[src/rtl/aqfp_pkg.sv]
// Shared types, character codes and constants for the ASCII four-field frame parser.
// No dependencies; every other file of the block imports this package.
package aqfp_pkg;

    localparam int BYTE_W    = 8;
    localparam int VAL_W     = 21;
    localparam int MAG_W     = 20;
    localparam int CFG_IDX_W = 1;

    localparam int MAX_DIGITS_DEF = 6;
    localparam int WIDTH_CAP      = 999999;

    typedef logic signed [VAL_W-1:0] t_val;
    typedef logic [MAG_W-1:0]        t_mag;
    typedef logic [BYTE_W-1:0]       t_byte;
    typedef logic [CFG_IDX_W-1:0]    t_cfg_idx;

    typedef enum logic [1:0] {
        FLD_PITCH,
        FLD_YAW,
        FLD_PITCH_RATE,
        FLD_YAW_RATE
    } t_field;

    localparam t_cfg_idx REG_PITCH_LO = t_cfg_idx'(0);
    localparam t_cfg_idx REG_PITCH_HI = t_cfg_idx'(1);

    localparam t_val PITCH_LO_RST = t_val'(200);
    localparam t_val PITCH_HI_RST = t_val'(17800);

    localparam t_byte CH_0     = 8'h30;
    localparam t_byte CH_9     = 8'h39;
    localparam t_byte CH_MINUS = 8'h2D;
    localparam t_byte CH_COMMA = 8'h2C;
    localparam t_byte CH_SEMI  = 8'h3B;

    // Largest magnitude a field may hold: all nines over the digit count, capped
    // so that every value fits the signed field width.
    function automatic int digit_bound(input int n);
        int b;
        b = 1;
        for (int i = 0; i < n && b <= WIDTH_CAP; i++) begin
            b = b * 10;
        end
        b = b - 1;
        if (b > WIDTH_CAP) begin
            b = WIDTH_CAP;
        end
        return b;
    endfunction

endpackage

[src/rtl/aqfp_byte_if.sv]
// Valid/ready channel that carries one received ASCII byte per item.
// Depends on aqfp_pkg.
interface aqfp_byte_if;
    import aqfp_pkg::*;

    logic  valid;
    logic  ready;
    t_byte in_byte;

    modport source (output valid, output in_byte, input ready);
    modport sink   (input valid, input in_byte, output ready);
endinterface

[src/rtl/aqfp_pose_if.sv]
// Valid/ready channel that carries one parsed pose frame per item.
// Depends on aqfp_pkg.
interface aqfp_pose_if;
    import aqfp_pkg::*;

    logic valid;
    logic ready;
    t_val pitch_out;
    t_val yaw_out;
    t_val pitch_rate_out;
    t_val yaw_rate_out;
    logic frame_error;

    modport source (output valid, output pitch_out, output yaw_out, output pitch_rate_out,
                    output yaw_rate_out, output frame_error, input ready);
    modport sink   (input valid, input pitch_out, input yaw_out, input pitch_rate_out,
                    input yaw_rate_out, input frame_error, output ready);
endinterface

[src/rtl/ascii_signed_quad_field_parser.sv]
// Parses ASCII frames of four signed decimal fields into one pose result per frame.
// A ';' item yields its result through the input register, then the result register.
// Throughput: one byte per cycle; the input stage only holds when a ';' meets an
// unread result. Reset (synchronous, active low) clears the field parser, the held
// fields and both valid flags and loads the pitch limits 200 / 17800.
// Depends on aqfp_pkg, aqfp_byte_if and aqfp_pose_if.
module ascii_signed_quad_field_parser #(
    parameter int MAX_DIGITS = aqfp_pkg::MAX_DIGITS_DEF
) (
    input  logic                          i_clk,
    input  logic                          i_rst_n,
    input  logic                          i_cfg_we,
    input  aqfp_pkg::t_cfg_idx            i_cfg_idx,
    input  logic [aqfp_pkg::VAL_W-1:0]    i_cfg_data,
    aqfp_byte_if.sink                     i_byte_ch,
    aqfp_pose_if.source                   o_pose_ch
);
    import aqfp_pkg::*;

    localparam t_mag BOUND = t_mag'(digit_bound(MAX_DIGITS));
    localparam int   PROD_W = MAG_W + 4;

    // Configuration.
    t_val r_pitch_lo, r_pitch_hi;

    // Input stage.
    logic  r_byte_vld, n_byte_vld;
    t_byte r_byte;

    // Field parser state.
    t_field r_field, n_field;
    t_mag   r_accum, n_accum;
    logic   r_minus, n_minus;
    logic   r_at_start, n_at_start;
    logic   r_bad, n_bad;
    t_val   r_held_pitch, n_held_pitch;
    t_val   r_held_yaw, n_held_yaw;
    t_val   r_held_rate, n_held_rate;

    // Result stage.
    logic r_out_vld, n_out_vld;
    t_val r_pitch_out, r_yaw_out, r_rate_out, r_yaw_rate_out;
    logic r_frame_err;

    logic              is_semi, is_digit, is_comma_store, adv, in_acc;
    t_val              mag_val, fld_val;
    logic [PROD_W-1:0] prod;
    t_val              sel_p, sel_y, sel_pr, sel_yr, p_low, p_clamp;

    assign is_semi        = (r_byte == CH_SEMI);
    assign is_digit       = (r_byte >= CH_0) && (r_byte <= CH_9);
    assign is_comma_store = (r_byte == CH_COMMA) && (r_field != FLD_YAW_RATE);

    // A ';' may only move on when the result register is free or being emptied.
    assign adv    = r_byte_vld && (!is_semi || !r_out_vld || o_pose_ch.ready);
    assign in_acc = i_byte_ch.valid && i_byte_ch.ready;
    assign i_byte_ch.ready = !r_byte_vld || adv;

    // A bad character forces magnitude -1 before the sign is applied.
    assign mag_val = r_bad ? t_val'(-1) : t_val'({1'b0, r_accum});
    assign fld_val = r_minus ? -mag_val : mag_val;

    assign prod = ({{4{1'b0}}, r_accum} << 3) + ({{4{1'b0}}, r_accum} << 1)
                + PROD_W'(r_byte[3:0]);

    always_comb begin
        sel_p  = r_held_pitch;
        sel_y  = r_held_yaw;
        sel_pr = r_held_rate;
        sel_yr = '0;
        case (r_field)
            FLD_PITCH: begin
                sel_p  = fld_val;
                sel_y  = '0;
                sel_pr = '0;
            end
            FLD_YAW: begin
                sel_y  = fld_val;
                sel_pr = '0;
            end
            FLD_PITCH_RATE: begin
                sel_pr = fld_val;
            end
            default: begin
                sel_yr = fld_val;
            end
        endcase
        p_low   = (sel_p < r_pitch_lo) ? r_pitch_lo : sel_p;
        p_clamp = (p_low > r_pitch_hi) ? r_pitch_hi : p_low;
    end

    always_comb begin
        n_byte_vld   = r_byte_vld;
        n_field      = r_field;
        n_accum      = r_accum;
        n_minus      = r_minus;
        n_at_start   = r_at_start;
        n_bad        = r_bad;
        n_held_pitch = r_held_pitch;
        n_held_yaw   = r_held_yaw;
        n_held_rate  = r_held_rate;
        n_out_vld    = r_out_vld && !o_pose_ch.ready;

        if (adv) begin
            n_byte_vld = 1'b0;
        end
        if (in_acc) begin
            n_byte_vld = 1'b1;
        end

        if (adv) begin
            if (is_semi) begin
                n_out_vld    = 1'b1;
                n_field      = FLD_PITCH;
                n_accum      = '0;
                n_minus      = 1'b0;
                n_at_start   = 1'b1;
                n_bad        = 1'b0;
                n_held_pitch = '0;
                n_held_yaw   = '0;
                n_held_rate  = '0;
            end else if (is_comma_store) begin
                case (r_field)
                    FLD_PITCH:      n_held_pitch = fld_val;
                    FLD_YAW:        n_held_yaw   = fld_val;
                    default:        n_held_rate  = fld_val;
                endcase
                n_field    = t_field'(r_field + 2'd1);
                n_accum    = '0;
                n_minus    = 1'b0;
                n_at_start = 1'b1;
                n_bad      = 1'b0;
            end else begin
                if (r_byte == CH_MINUS && r_at_start) begin
                    n_minus = 1'b1;
                end else if (is_digit) begin
                    if (!r_bad) begin
                        n_accum = (prod > PROD_W'(BOUND)) ? BOUND : prod[MAG_W-1:0];
                    end
                end else begin
                    n_bad = 1'b1;
                end
                n_at_start = 1'b0;
            end
        end
    end

    always_ff @(posedge i_clk) begin
        if (!i_rst_n) begin
            r_pitch_lo   <= PITCH_LO_RST;
            r_pitch_hi   <= PITCH_HI_RST;
            r_byte_vld   <= 1'b0;
            r_field      <= FLD_PITCH;
            r_accum      <= '0;
            r_minus      <= 1'b0;
            r_at_start   <= 1'b1;
            r_bad        <= 1'b0;
            r_held_pitch <= '0;
            r_held_yaw   <= '0;
            r_held_rate  <= '0;
            r_out_vld    <= 1'b0;
        end else begin
            if (i_cfg_we && i_cfg_idx == REG_PITCH_LO) begin
                r_pitch_lo <= t_val'(i_cfg_data);
            end
            if (i_cfg_we && i_cfg_idx == REG_PITCH_HI) begin
                r_pitch_hi <= t_val'(i_cfg_data);
            end
            r_byte_vld   <= n_byte_vld;
            r_field      <= n_field;
            r_accum      <= n_accum;
            r_minus      <= n_minus;
            r_at_start   <= n_at_start;
            r_bad        <= n_bad;
            r_held_pitch <= n_held_pitch;
            r_held_yaw   <= n_held_yaw;
            r_held_rate  <= n_held_rate;
            r_out_vld    <= n_out_vld;
        end
    end

    always_ff @(posedge i_clk) begin
        if (in_acc) begin
            r_byte <= i_byte_ch.in_byte;
        end
        if (adv && is_semi) begin
            r_pitch_out    <= p_clamp;
            r_yaw_out      <= -sel_y;
            r_rate_out     <= sel_pr;
            r_yaw_rate_out <= -sel_yr;
            r_frame_err    <= (r_field != FLD_YAW_RATE);
        end
    end

    assign o_pose_ch.valid          = r_out_vld;
    assign o_pose_ch.pitch_out      = r_pitch_out;
    assign o_pose_ch.yaw_out        = r_yaw_out;
    assign o_pose_ch.pitch_rate_out = r_rate_out;
    assign o_pose_ch.yaw_rate_out   = r_yaw_rate_out;
    assign o_pose_ch.frame_error    = r_frame_err;

    // The field parser restarts at field one after every frame end.
    a_semi_restart: assert property (@(posedge i_clk) disable iff (!i_rst_n)
        adv && is_semi |=> r_field == FLD_PITCH && r_at_start && !r_bad)
        else $error("field parser did not restart after semicolon");

    a_accum_bound: assert property (@(posedge i_clk) disable iff (!i_rst_n)
        r_accum <= BOUND)
        else $error("magnitude accumulator above digit bound");

    // Once a field has taken a bad character it stays bad until the field ends.
    a_bad_sticky: assert property (@(posedge i_clk) disable iff (!i_rst_n)
        adv && !is_semi && !is_comma_store && r_bad |=> r_bad)
        else $error("bad character flag dropped inside a field");

    a_start_empty: assert property (@(posedge i_clk) disable iff (!i_rst_n)
        r_at_start |-> r_accum == '0 && !r_bad && !r_minus)
        else $error("field start flag set with a non-empty field");

    // A result is not overwritten while unread.
    a_no_overwrite: assert property (@(posedge i_clk) disable iff (!i_rst_n)
        r_out_vld && !o_pose_ch.ready |-> !(adv && is_semi))
        else $error("result register overwritten before it was taken");

endmodule
[src/flat_wrapper.sv]
// flat-port wrapper written by rule: the top's interface ports become plain ports
module ascii_signed_quad_field_parser_flat import aqfp_pkg::*;
#(
    parameter int MAX_DIGITS = aqfp_pkg::MAX_DIGITS_DEF
)
  (i_clk, i_rst_n, i_cfg_we, i_cfg_idx, i_cfg_data, i_byte_ch_valid, i_byte_ch_in_byte, i_byte_ch_ready, o_pose_ch_valid, o_pose_ch_pitch_out, o_pose_ch_yaw_out, o_pose_ch_pitch_rate_out, o_pose_ch_yaw_rate_out, o_pose_ch_frame_error, o_pose_ch_ready);
  aqfp_byte_if i_byte_ch_i ();
  aqfp_pose_if o_pose_ch_i ();
  input  logic i_clk;
  input  logic i_rst_n;
  input  logic i_cfg_we;
  input  aqfp_pkg::t_cfg_idx i_cfg_idx;
  input  logic [aqfp_pkg::VAL_W-1:0] i_cfg_data;
  input wire logic [$bits(i_byte_ch_i.valid)-1:0] i_byte_ch_valid;
  input wire logic [$bits(i_byte_ch_i.in_byte)-1:0] i_byte_ch_in_byte;
  output wire logic [$bits(i_byte_ch_i.ready)-1:0] i_byte_ch_ready;
  output wire logic [$bits(o_pose_ch_i.valid)-1:0] o_pose_ch_valid;
  output wire logic [$bits(o_pose_ch_i.pitch_out)-1:0] o_pose_ch_pitch_out;
  output wire logic [$bits(o_pose_ch_i.yaw_out)-1:0] o_pose_ch_yaw_out;
  output wire logic [$bits(o_pose_ch_i.pitch_rate_out)-1:0] o_pose_ch_pitch_rate_out;
  output wire logic [$bits(o_pose_ch_i.yaw_rate_out)-1:0] o_pose_ch_yaw_rate_out;
  output wire logic [$bits(o_pose_ch_i.frame_error)-1:0] o_pose_ch_frame_error;
  input wire logic [$bits(o_pose_ch_i.ready)-1:0] o_pose_ch_ready;
  assign i_byte_ch_i.valid = i_byte_ch_valid;
  assign i_byte_ch_i.in_byte = i_byte_ch_in_byte;
  assign i_byte_ch_ready = i_byte_ch_i.ready;
  assign o_pose_ch_valid = o_pose_ch_i.valid;
  assign o_pose_ch_pitch_out = o_pose_ch_i.pitch_out;
  assign o_pose_ch_yaw_out = o_pose_ch_i.yaw_out;
  assign o_pose_ch_pitch_rate_out = o_pose_ch_i.pitch_rate_out;
  assign o_pose_ch_yaw_rate_out = o_pose_ch_i.yaw_rate_out;
  assign o_pose_ch_frame_error = o_pose_ch_i.frame_error;
  assign o_pose_ch_i.ready = o_pose_ch_ready;
  ascii_signed_quad_field_parser #(.MAX_DIGITS(MAX_DIGITS)) u_core (.i_clk(i_clk), .i_rst_n(i_rst_n), .i_cfg_we(i_cfg_we), .i_cfg_idx(i_cfg_idx), .i_cfg_data(i_cfg_data), .i_byte_ch(i_byte_ch_i), .o_pose_ch(o_pose_ch_i));
endmodule
[config.mk]
export PLATFORM = sky130hd
export DESIGN_NAME = ascii_signed_quad_field_parser_flat
export DESIGN_NICKNAME = d
export VERILOG_FILES = /design/src/rtl/aqfp_pkg.sv /design/src/rtl/aqfp_byte_if.sv /design/src/rtl/aqfp_pose_if.sv /design/src/rtl/ascii_signed_quad_field_parser.sv /design/src/flat_wrapper.sv
export SDC_FILE = /design/constraint.sdc
export NUM_CORES = 1
export LEC_CHECK = 0
export ABC_AREA = 1
export BUFFER_PORTS_ARGS = -buffer_cell sky130_fd_sc_hd__buf_4
export CAP_MARGIN = 20
export CORE_ASPECT_RATIO = 1.25
export CORE_UTILIZATION = 55
export DETAILED_ROUTE_END_ITERATION = 12
export GPL_TIMING_DRIVEN = 0
export PLACE_DENSITY_LB_ADDON = 0.2
export SLEW_MARGIN = 25
export SYNTH_ARGS = -nofsm -noshare
export SYNTH_HDL_FRONTEND = slang
export SYNTH_SLANG_ARGS = --single-unit
[constraint.sdc]
create_clock -name i_clk -period 5.8 [get_ports i_clk]
set_clock_uncertainty 0.1 [all_clocks]
set_input_delay 0.29 -clock i_clk [delete_from_list [all_inputs] [get_ports i_clk]]
set_output_delay 0.29 -clock i_clk [all_outputs]
set_load 0.02 [all_outputs]
======== Word level (Yosys, flattened, before mapping) ========
Index checks and enable logic that the tools add are counted.
Widths: inputs -> output; s select.
cells by class
  bitwise logic cells ..................... 1
  add/sub/neg operators ................... 6
  mux-type cells .......................... 37
  $lt $le $gt $ge ......................... 5
  equal/unequal tests ..................... 10
  reductions and logical operators ........ 30
operators by type and width
  operator              count
  $mux 21               14
  $mux 20               6
  $pmux 21 s2           2
  $neg 21->21           3
  $add 23x21->24        1
  $add 24x4->24         1
  $eq 8x6->1 const B    3
  $gt 24x20->1 const B  1
  $gt 21x21->1          1
  $lt 21x21->1          1
  $mux 1                13
  $logic_and 1x1->1     9
  $reduce_and 3->1      3
  $ge 8x6->1 const B    1
  $le 8x6->1 const B    1
  $reduce_bool 2->1     3
  $reduce_bool 3->1     2
  $logic_not 1->1       4
  $mux 2                2
  $reduce_and 2->1      2
  $reduce_and 4->1      1
  $logic_or 1x1->1      3
  $ne 3x1->1 const B    1
  $ne 3x2->1 const B    1
  10 further kinds      10
storage, ports and cells
  register bits after elaboration ......... 225
  word-level logic and storage cells ...... 107
  output and inout port bits .............. 87
  bits of input ports ..................... 35

======== Logic depth before layout (Yosys ltp) ========
Gate-level depths: netlist of the first run.
  depth in word-level cells ............... 9
  gate-level depth with buffers ........... 36
  gate-level depth less buffers ........... 36

======== Worst setup path after synthesis of the first run ========
OpenSTA, ideal clock, no wires.
  path type ............................... flip-flop to flip-flop
  start ................................... register u_core.r_bad
  end ..................................... register u_core.r_pitch_out[10], in the netlist u_core.o_pose_ch.pitch_out[10] (data pin)
  library setup time ...................... 265 ps
  cell stages (with the launch flop) ...... 34
  slack ................................... 883 ps
  required time ........................... 5,435 ps
  path buffers ............................ 2
  arrival time ............................ 4,552 ps
  period minus slack after synthesis ...... 4,917 ps
  cells stage by stage .................... dfxtp_1 nor2_4 ha_1 inv_1 nor2_1 nand2_2 nor4_1 o21ai_1 nand2_1 o21ai_1 ha_1 nand2_1 inv_1 nand3_1 nor3_1 o211ai_1 nand3_1 nand2_1 nand2_1 clkbuf_1 nand2_1 o21ai_0 ha_1 a21oi_1 o21ai_0 a21oi_1 nor2_1 o211ai_1 nand3_1 xnor2_1 nand2_1 clkbuf_1 nand2_1 o21ai_0
between the ends
  cells in the longest elaborated chain, start to end .. 8
RTL lines
  element                 line                                   RTL
  from (decl)             ascii_signed_quad_field_parser.sv:35   logic r_bad, n_bad;
  from (signal assigned)  ascii_signed_quad_field_parser.sv:174  r_bad <= n_bad;
  $mux 21 *               ascii_signed_quad_field_parser.sv:60   assign mag_val = r_bad ? t_val'(-1) : t_val'({1'b0, r_accum});
  $neg 21->21             ascii_signed_quad_field_parser.sv:61   assign fld_val = r_minus ? -mag_val : mag_val;
  $mux 21 *               ascii_signed_quad_field_parser.sv:61
  $mux 21 *               ascii_signed_quad_field_parser.sv:71   case (r_field)
  $lt 21x21->1            ascii_signed_quad_field_parser.sv:88   p_low = (sel_p < r_pitch_lo) ? r_pitch_lo : sel_p;
  $mux 21 *               ascii_signed_quad_field_parser.sv:88
  $gt 21x21->1            ascii_signed_quad_field_parser.sv:89   p_clamp = (p_low > r_pitch_hi) ? r_pitch_hi : p_low;
  $mux 21 *               ascii_signed_quad_field_parser.sv:89
  via u_core.p_clamp[10]  ascii_signed_quad_field_parser.sv:48   t_val sel_p, sel_y, sel_pr, sel_yr, p_low, p_clamp;
  to (signal assigned)    ascii_signed_quad_field_parser.sv:187  r_pitch_out <= p_clamp;
  to (decl)               ascii_signed_quad_field_parser.sv:42   t_val r_pitch_out, r_yaw_out, r_rate_out, r_yaw_rate_out;
The timed path passes the listed nets; every way through them passes the cells marked *.
A chain may end at the register's enable or synchronous reset.

======== Final worst setup path of the first run ========
  start ................................... register u_core.r_accum[1]
  end ..................................... register u_core.r_pitch_out[8], in the netlist u_core.o_pose_ch.pitch_out[8] (data pin)
between the ends
  cells in the longest elaborated chain, start to end .. 8
RTL lines
  element                 line                                   RTL
  from (decl)             ascii_signed_quad_field_parser.sv:32   t_mag r_accum, n_accum;
  from (signal assigned)  ascii_signed_quad_field_parser.sv:171  r_accum <= n_accum;
  $mux 21 *               ascii_signed_quad_field_parser.sv:60
  $neg 21->21             ascii_signed_quad_field_parser.sv:61
  $mux 21 *               ascii_signed_quad_field_parser.sv:61
  $mux 21 *               ascii_signed_quad_field_parser.sv:71
  $lt 21x21->1            ascii_signed_quad_field_parser.sv:88
  $mux 21 *               ascii_signed_quad_field_parser.sv:88
  $gt 21x21->1            ascii_signed_quad_field_parser.sv:89
  $mux 21 *               ascii_signed_quad_field_parser.sv:89
  via u_core.p_clamp[8]   ascii_signed_quad_field_parser.sv:48
Marked as above.

==> flow_summary.yaml, run 1 <==
synthesis:
  synth-edff-count: 93
  synth.ff_latch_count: 225
  async_flop_share_pct: 0
  synth_fp_nets: 1921
  synth_cells: 1797
  synth_area_per_cell_um2: 7.53
  synth_ff_type: "dfxtp_1"
  synth_seq_area_share_pct: 40.1
  yosysWarnings: 0
  ys_types: 51
  syn-cell-area_um2: 13500
power_and_ir_drop:
  seqPwrFrac_pct: 41.4
  pwr_density_cell_nw_per_um2: 255
  netSwitchingFraction_pct: 28.5
  leakage_nw: 7.50
  fin_total_pwr_mw: 4.13
  clock_power_share_pct: 39.7
  p_int_mw: 2.95
  power_frac_comb_pct: 18.9
  p_sw_mw: 1.18
  ir_drop_uv: 254
detailed_routing:
  first_iter_violations: 952
  totalWireLength_mm: 38.5
  wl_per_cell_um: 16.6
  drc: 0
  antenna_left: 0
  routed_via_density: 5.55
  firstDrtPassIters: 7
  vias: 12900
worst_setup_path:
  reg2reg_depth: 29
  critPathMaxFanout: 10
  timing.rr.start: "u_core.r_accum[1]"
  path_class: "flip-flop to flip-flop"
  arrival_ns: 5.93
  crit_required_ns: 6.02
  r2r-end: "u_core.o_pose_ch.pitch_out[8]"
  r2r_setup_slack_ns: 0.09
  critPathLaunch: "u_core.r_accum[1]"
  slowest_stage: "o21ai_0"
  crit_end: "u_core.o_pose_ch.pitch_out[8]"
  cp-start-kind: "flip-flop"
  critPathMaxStageDelay_ns: 0.44
  end_kind: "flip-flop"
placement:
  dp_hpwl_mm: 29.4
  dp_cells: 2244
  portBuffers: 121
  place.gp.congestion: 0.943
die:
  die_h_um: 177
  num_rows: 63
  ioPinCount: 122
  die_area_um2: 25300
  coreArea_um2: 24000
  die_w_um: 142
  initial_core_util_pct: 56.5
cts:
  clkSinkCount: 225
  cts.path.max_buffers: 3
  root_buffer: "clkbuf_16"
  tritoncts: "built"
  clk_latency_ns: 0.53
  clk_pin_slew_ns: 0.06
  htree_levels: 1
  cts_inserted_buffers: 24
finish:
  fin_cells: 2320
  n_antenna_cell: 0
  drive_gt1_share_pct: 15.0
  synthToLayoutAreaGrowth_pct: 19.4
  final_nets: 2101
  final_util_pct: 67.4
sta:
  fmax_ghz: 0.175
  tightest_slew_ns: 0.852
  hold_viol: 0
  holdWs_ns: 0.0114
  period_minus_slack_ns: 5.71
  maxSlewHeadroom_pct: 42.9
  slew_viol_final: 0
  setup_viol: 0
  period_share_pct: 98.4
run_status:
  status: "finished clean"
global_route:
  grt_use_met2_pct: 53.2
  grt_pass1_vias: 11800
  grtUsageMet3_pct: 3.70
  grt-busiest-layer: "met2"
  grt_usage_pct: 30.3
  antenna_found_initial: 1
  grt_use_met1_pct: 37.4
  grt_max_degree: 61
  grt_pass1_wl_mm: 59.7
  overflow: 0
flow_run:
  drv_cap: 0
worst_hold_path:
  worstHoldPathType: "input pin to flip-flop"
  hold_depth: 3
  hold_start: "i_cfg_data[13]"
## synthesized netlist by cell type, types with 5 or more instances
cell | instances | area share [%]
nand4_1 | 33 | 1.5
dfxtp_1 | 132 | 20
nand3_1 | 123 | 4.5
nand3b_1 | 7 | 0.39
xnor2_1 | 9 | 0.58
xor2_1 | 29 | 1.9
ha_1 | 87 | 8.0
o21ai_0 | 140 | 5.2
inv_1 | 216 | 6.0
nor3_1 | 11 | 0.41
nor2_4 | 14 | 1.2
nand2_1 | 458 | 13
o21ai_1 | 23 | 0.85
o32ai_1 | 6 | 0.39
nor2_1 | 98 | 2.7
nor2_2 | 16 | 0.74
o21ai_2 | 5 | 0.32
o211ai_1 | 11 | 0.61
nand2_2 | 31 | 1.4
a21oi_1 | 115 | 4.3
inv_2 | 21 | 0.58
a22o_1 | 10 | 0.65
nor4_1 | 5 | 0.23
edfxtp_1 | 93 | 21
buf_2 | 13 | 0.48
nand3_2 | 5 | 0.37
clkbuf_1 | 42 | 1.2
## flip-flops by register name, summed over array words and instances (netlist names), 2 cells and up
register and count:
u_core.o_pose_ch.pitch_out 21, u_core.o_pose_ch.pitch_rate_out 21, u_core.r_held_rate 21, u_core.r_pitch_lo 21, u_core.o_pose_ch.yaw_rate_out 21, u_core.r_held_pitch 21
u_core.r_pitch_hi 21, u_core.r_field 2, u_core.r_accum 20, u_core.o_pose_ch.yaw_out 21, u_core.r_held_yaw 21, u_core.r_byte 8
## layout make-up
class / count / area [um^2]
Multi-Input combinational cell: 1271 / 7030
Clock inverter: 14 / 206
Sequential cell: 225 / 5440
Timing Repair Buffer: 154 / 1250
Inverter: 240 / 907
Clock buffer: 30 / 633
Tap cell: 325 / 407
Fill cell: 2089 / 7800
Buffer: 61 / 292
## power groups by stage
stage,Combinational (mW),Sequential [mW],Clock (mW)
after global placement,0.656,1.74,0
after detailed placement,0.664,1.74,0
after global routing,0.846,1.71,1.71
final,0.780,1.71,1.64
after floorplan,0.444,1.74,0
after CTS,0.705,1.71,1.65
## worst max-delay path, delay by kind of cell (launching register included)
kind            cells  cell delay (ns)
fa+ha+maj           3             0.83
simple gates       13             1.54
flops               1             0.38
buf+inv             4             0.58
xor+xnor            2             0.36
compound gates      7             1.69
## how the worst min path moves through the flow
| stage | endpoint | slack, ns |
|---|---|---|
| 3_3_place_gp | u_core.r_held_pitch[15] | 0.34 |
| 3_5_place_dp | u_core.r_held_pitch[10] | 0.34 |
| 6_report | u_core.r_pitch_hi[13] | 0.01 |
| 2_1_floorplan | u_core.r_byte[0] | 0.29 |
| 4_1_cts | u_core.r_pitch_lo[13] | 0.002 |
| 5_1_grt | u_core.r_pitch_lo[13] | 0.03 |
## through the flow
step / setup TNS (ns) / setup WS [ns] / instance area, um^2
floorplan: 0 / 0.883 / 13500
global placement: -13.95 / -0.755 / 14900
detailed placement: -14.64 / -0.787 / 14900
CTS: 0 / 0.0359 / 16100
global route: -0.805 / -0.0738 / 16200
finish: 0 / 0.0915 / 16200
## routing by layer
metal | up-vias | wire length, um
met5 | - | 0
met4 | 0 | 1550
met3 | 101 | 2530
met2 | 505 | 18800
met1 | 5959 | 15700
li1 | 6320 | -
## kinds of logic after synthesis
kind of cell / Yosys count / share of synthesized area [%]
xor+xnor: 38 / 2.46
compound gates: 334 / 13.7
flops: 225 / 40.1
simple gates: 810 / 26.8
buf+inv: 301 / 8.58
fa+ha+maj: 89 / 8.34
## placed cells by master (no fill, tap or decap), types with 16 or more instances in the layout
cell type | Yosys | routed
ha_1 | 87 | 86
clkbuf_1 | 42 | 40
edfxtp_1 | 93 | 93
clkbuf_16 | 0 | 24
nor2_2 | 16 | 16
o21ai_1 | 23 | 31
dfxtp_1 | 132 | 131
nor2_4 | 14 | 16
nand2_2 | 31 | 36
nand3_1 | 123 | 123
xor2_1 | 29 | 29
inv_1 | 216 | 214
o21ai_0 | 140 | 129
a21oi_1 | 115 | 115
nand4_1 | 33 | 33
nor2_1 | 98 | 96
nand2_1 | 458 | 452
inv_2 | 21 | 21
buf_4 | 0 | 125
dlygate4sd3_1 | 0 | 30
## repair_timing
action	4_1_cts	5_1_grt
buffers inserted	1	1
endpoints found under the hold margin	45	0
endpoints found under the setup margin	21	21
gates resized for setup	17	40
pin swaps	1	3
hold buffers	30	0
Note: power is estimated with default switching activity, not from simulation.
==> run 2, diff against run 1 <==
CORE_UTILIZATION = 45   (was 55)
==> run 2 against run 1 <==
Compared with the run above: worst hold slack improved by 0.0072 ns; register-to-register slack better by 0.15 ns; non-clock buffer count is 18 higher; setup slack better by 0.15 ns; global-route usage is 5.2 points lower; count of clock-buffer cells in the layout up 1; via count down 1.5%; flip-flop and latch count did not move; critical path type unchanged; design area increased by 1.8%; core utilization fell by 12 points; power increased by 0.31%; first-iteration DRC count fell by 17%.
==> flow_summary.yaml, run 2 (synthesized netlist as in run 1, its figures left out) <==
worst_setup_path:
  arrival_ns: 5.72
  timing.rr.start: "u_core.r_bad"
  crit_top_cell: "nand2_1"
  crit_end: "u_core.o_pose_ch.pitch_out[19]"
  crit_required_ns: 5.97
  r2r_setup_slack_ns: 0.24
  critPathMaxStageDelay_ns: 0.38
  critPathMaxFanout: 10
  critPathLaunch: "u_core.r_bad"
  slowest_stage: "dfxtp_4"
  end_kind: "flip-flop"
  path_class: "flip-flop to flip-flop"
  cp-start-kind: "flip-flop"
  r2r-end: "u_core.o_pose_ch.pitch_out[19]"
  reg2reg_depth: 30
sta:
  maxSlewHeadroom_pct: 47.4
  holdWs_ns: 0.0186
  tightest_slew_ns: 0.785
  worst_slack_ns: 0.242
  hold_viol: 0
  slew_viol_final: 0
  setup_viol: 0
  tns_ns: 0
  fmax_ghz: 0.180
  period_minus_slack_ns: 5.56
  period_share_pct: 95.8
global_route:
  grt_pass1_wl_mm: 60.7
  antenna_found_initial: 0
  overflow: 0
  grt_usage_pct: 25.1
  grt_max_degree: 48
  grt_pass1_vias: 11700
placement:
  placed_area_um2: 15000
  post-place-ws_ns: -0.959
  dp_cells: 2315
  dp_hpwl_mm: 30.4
  place.gp.congestion: 0.953
  portBuffers: 121
die:
  initial_core_util_pct: 46.0
  num_rows: 70
  ioPinCount: 122
  die_w_um: 157
  die_h_um: 196
  die_area_um2: 30800
  coreArea_um2: 29400
detailed_routing:
  routed_via_density: 5.27
  wl_per_cell_um: 16.2
  first_iter_violations: 787
  firstDrtPassIters: 5
  drc: 0
  totalWireLength_mm: 39.1
  vias: 12700
  antenna_left: 0
finish:
  layout_commonest_cell: "nand2_1"
  final_util_pct: 55.9
  fin_cells: 2410
  final_cell_mix: "453 x nand2_1, 213 x inv_1, 141 x buf_4"
  synthToLayoutAreaGrowth_pct: 21.5
  drive_gt1_share_pct: 16.8
  fin_area_um2: 16500
  n_antenna_cell: 0
  fillCellCount: 2812
  final_nets: 2120
cts:
  cts_inserted_buffers: 24
  root_buffer: "clkbuf_16"
  clkSinkCount: 225
  clk_pin_slew_ns: 0.06
  clk_latency_ns: 0.53
  tritoncts: "built"
  htree_levels: 1
  cts.path.max_buffers: 3
power_and_ir_drop:
  leakage_nw: 7.60
  pwr_density_cell_nw_per_um2: 252
  fin_total_pwr_mw: 4.14
  ir_drop_uv: 189
worst_hold_path:
  hold_start: "o_pose_ch_ready"
  worstHoldPathType: "input pin to flip-flop"
run_status:
  status: "finished clean"
flow_run:
  drv_cap: 0
==> run 2: cell count changes in the layout (fill, tap and decap cells not counted), moves of 3 or more <==
cell | previous run | this run
o21ai_1 | 31 | 36
clkinv_2 | 2 | 5
buf_6 | 4 | 8
buf_4 | 125 | 141
ha_4 | 0 | 3
ha_1 | 86 | 83
o21ai_0 | 129 | 119
clkinv_1 | 7 | 3
o21ai_2 | 7 | 11
==> run 2: routing by layer <==
layer / global-route usage, % / wire (um)
met2: 43.5 / 18800
met3: 2.12 / 2180
met4: 9.53 / 1570
met1: 32.3 / 16500
met5: 0 / 0
==> run 2: where the power goes <==
part | switching (mW) | internal (mW)
clock | 0.635 | 0.924
sequential | 0.0115 | 1.69
combinational | 0.542 | 0.331
total | 1.19 | 2.95
==> run 2: repair_timing <==
action,in CTS,in global routing
setup endpoints to repair,21,21
pin swaps,1,21
endpoints found under the hold margin,45,0
cloned,0,3
buffers inserted,1,17
hold buffers,30,0
gates resized for setup,23,76
==> run 2: final cells by class <==
type | instances | area (um^2) | share of cell area, %
inverters | 240 | 907 | 5.51
well taps | 396 | 495 | 3.01
plain buffers | 61 | 308 | 1.87
clock inverters | 13 | 158 | 0.958
repair buffers | 172 | 1380 | 8.39
flip-flops and latches | 225 | 5440 | 33.1
multi-input cells | 1272 | 7120 | 43.3
clock buffers | 31 | 647 | 3.93
==> run 2: worst max-delay path, delay by kind of cell (launching register included) <==
family                     cells  cell delay (ns)
AOI/OAI and AO/OA              7             1.17
adders and majority gates      2             0.55
buffers and inverters          6             0.88
DFF                            1             0.38
and+or+nand+nor               13             1.88
xor gates and xnor gates       2             0.33
==> run 2: worst min-delay path by stage <==
stage | to | slack (ns) | depth (start not counted)
floorplan | u_core.r_byte[0] | 0.29 | 0
global route | u_core.o_pose_ch.valid | 0.06 | 4
detailed placement | u_core.r_held_pitch[13] | 0.35 | 2
CTS | u_core.o_pose_ch.valid | 0.009 | 4
global placement | u_core.r_held_pitch[15] | 0.33 | 2
finish | u_core.o_pose_ch.valid | 0.02 | 4
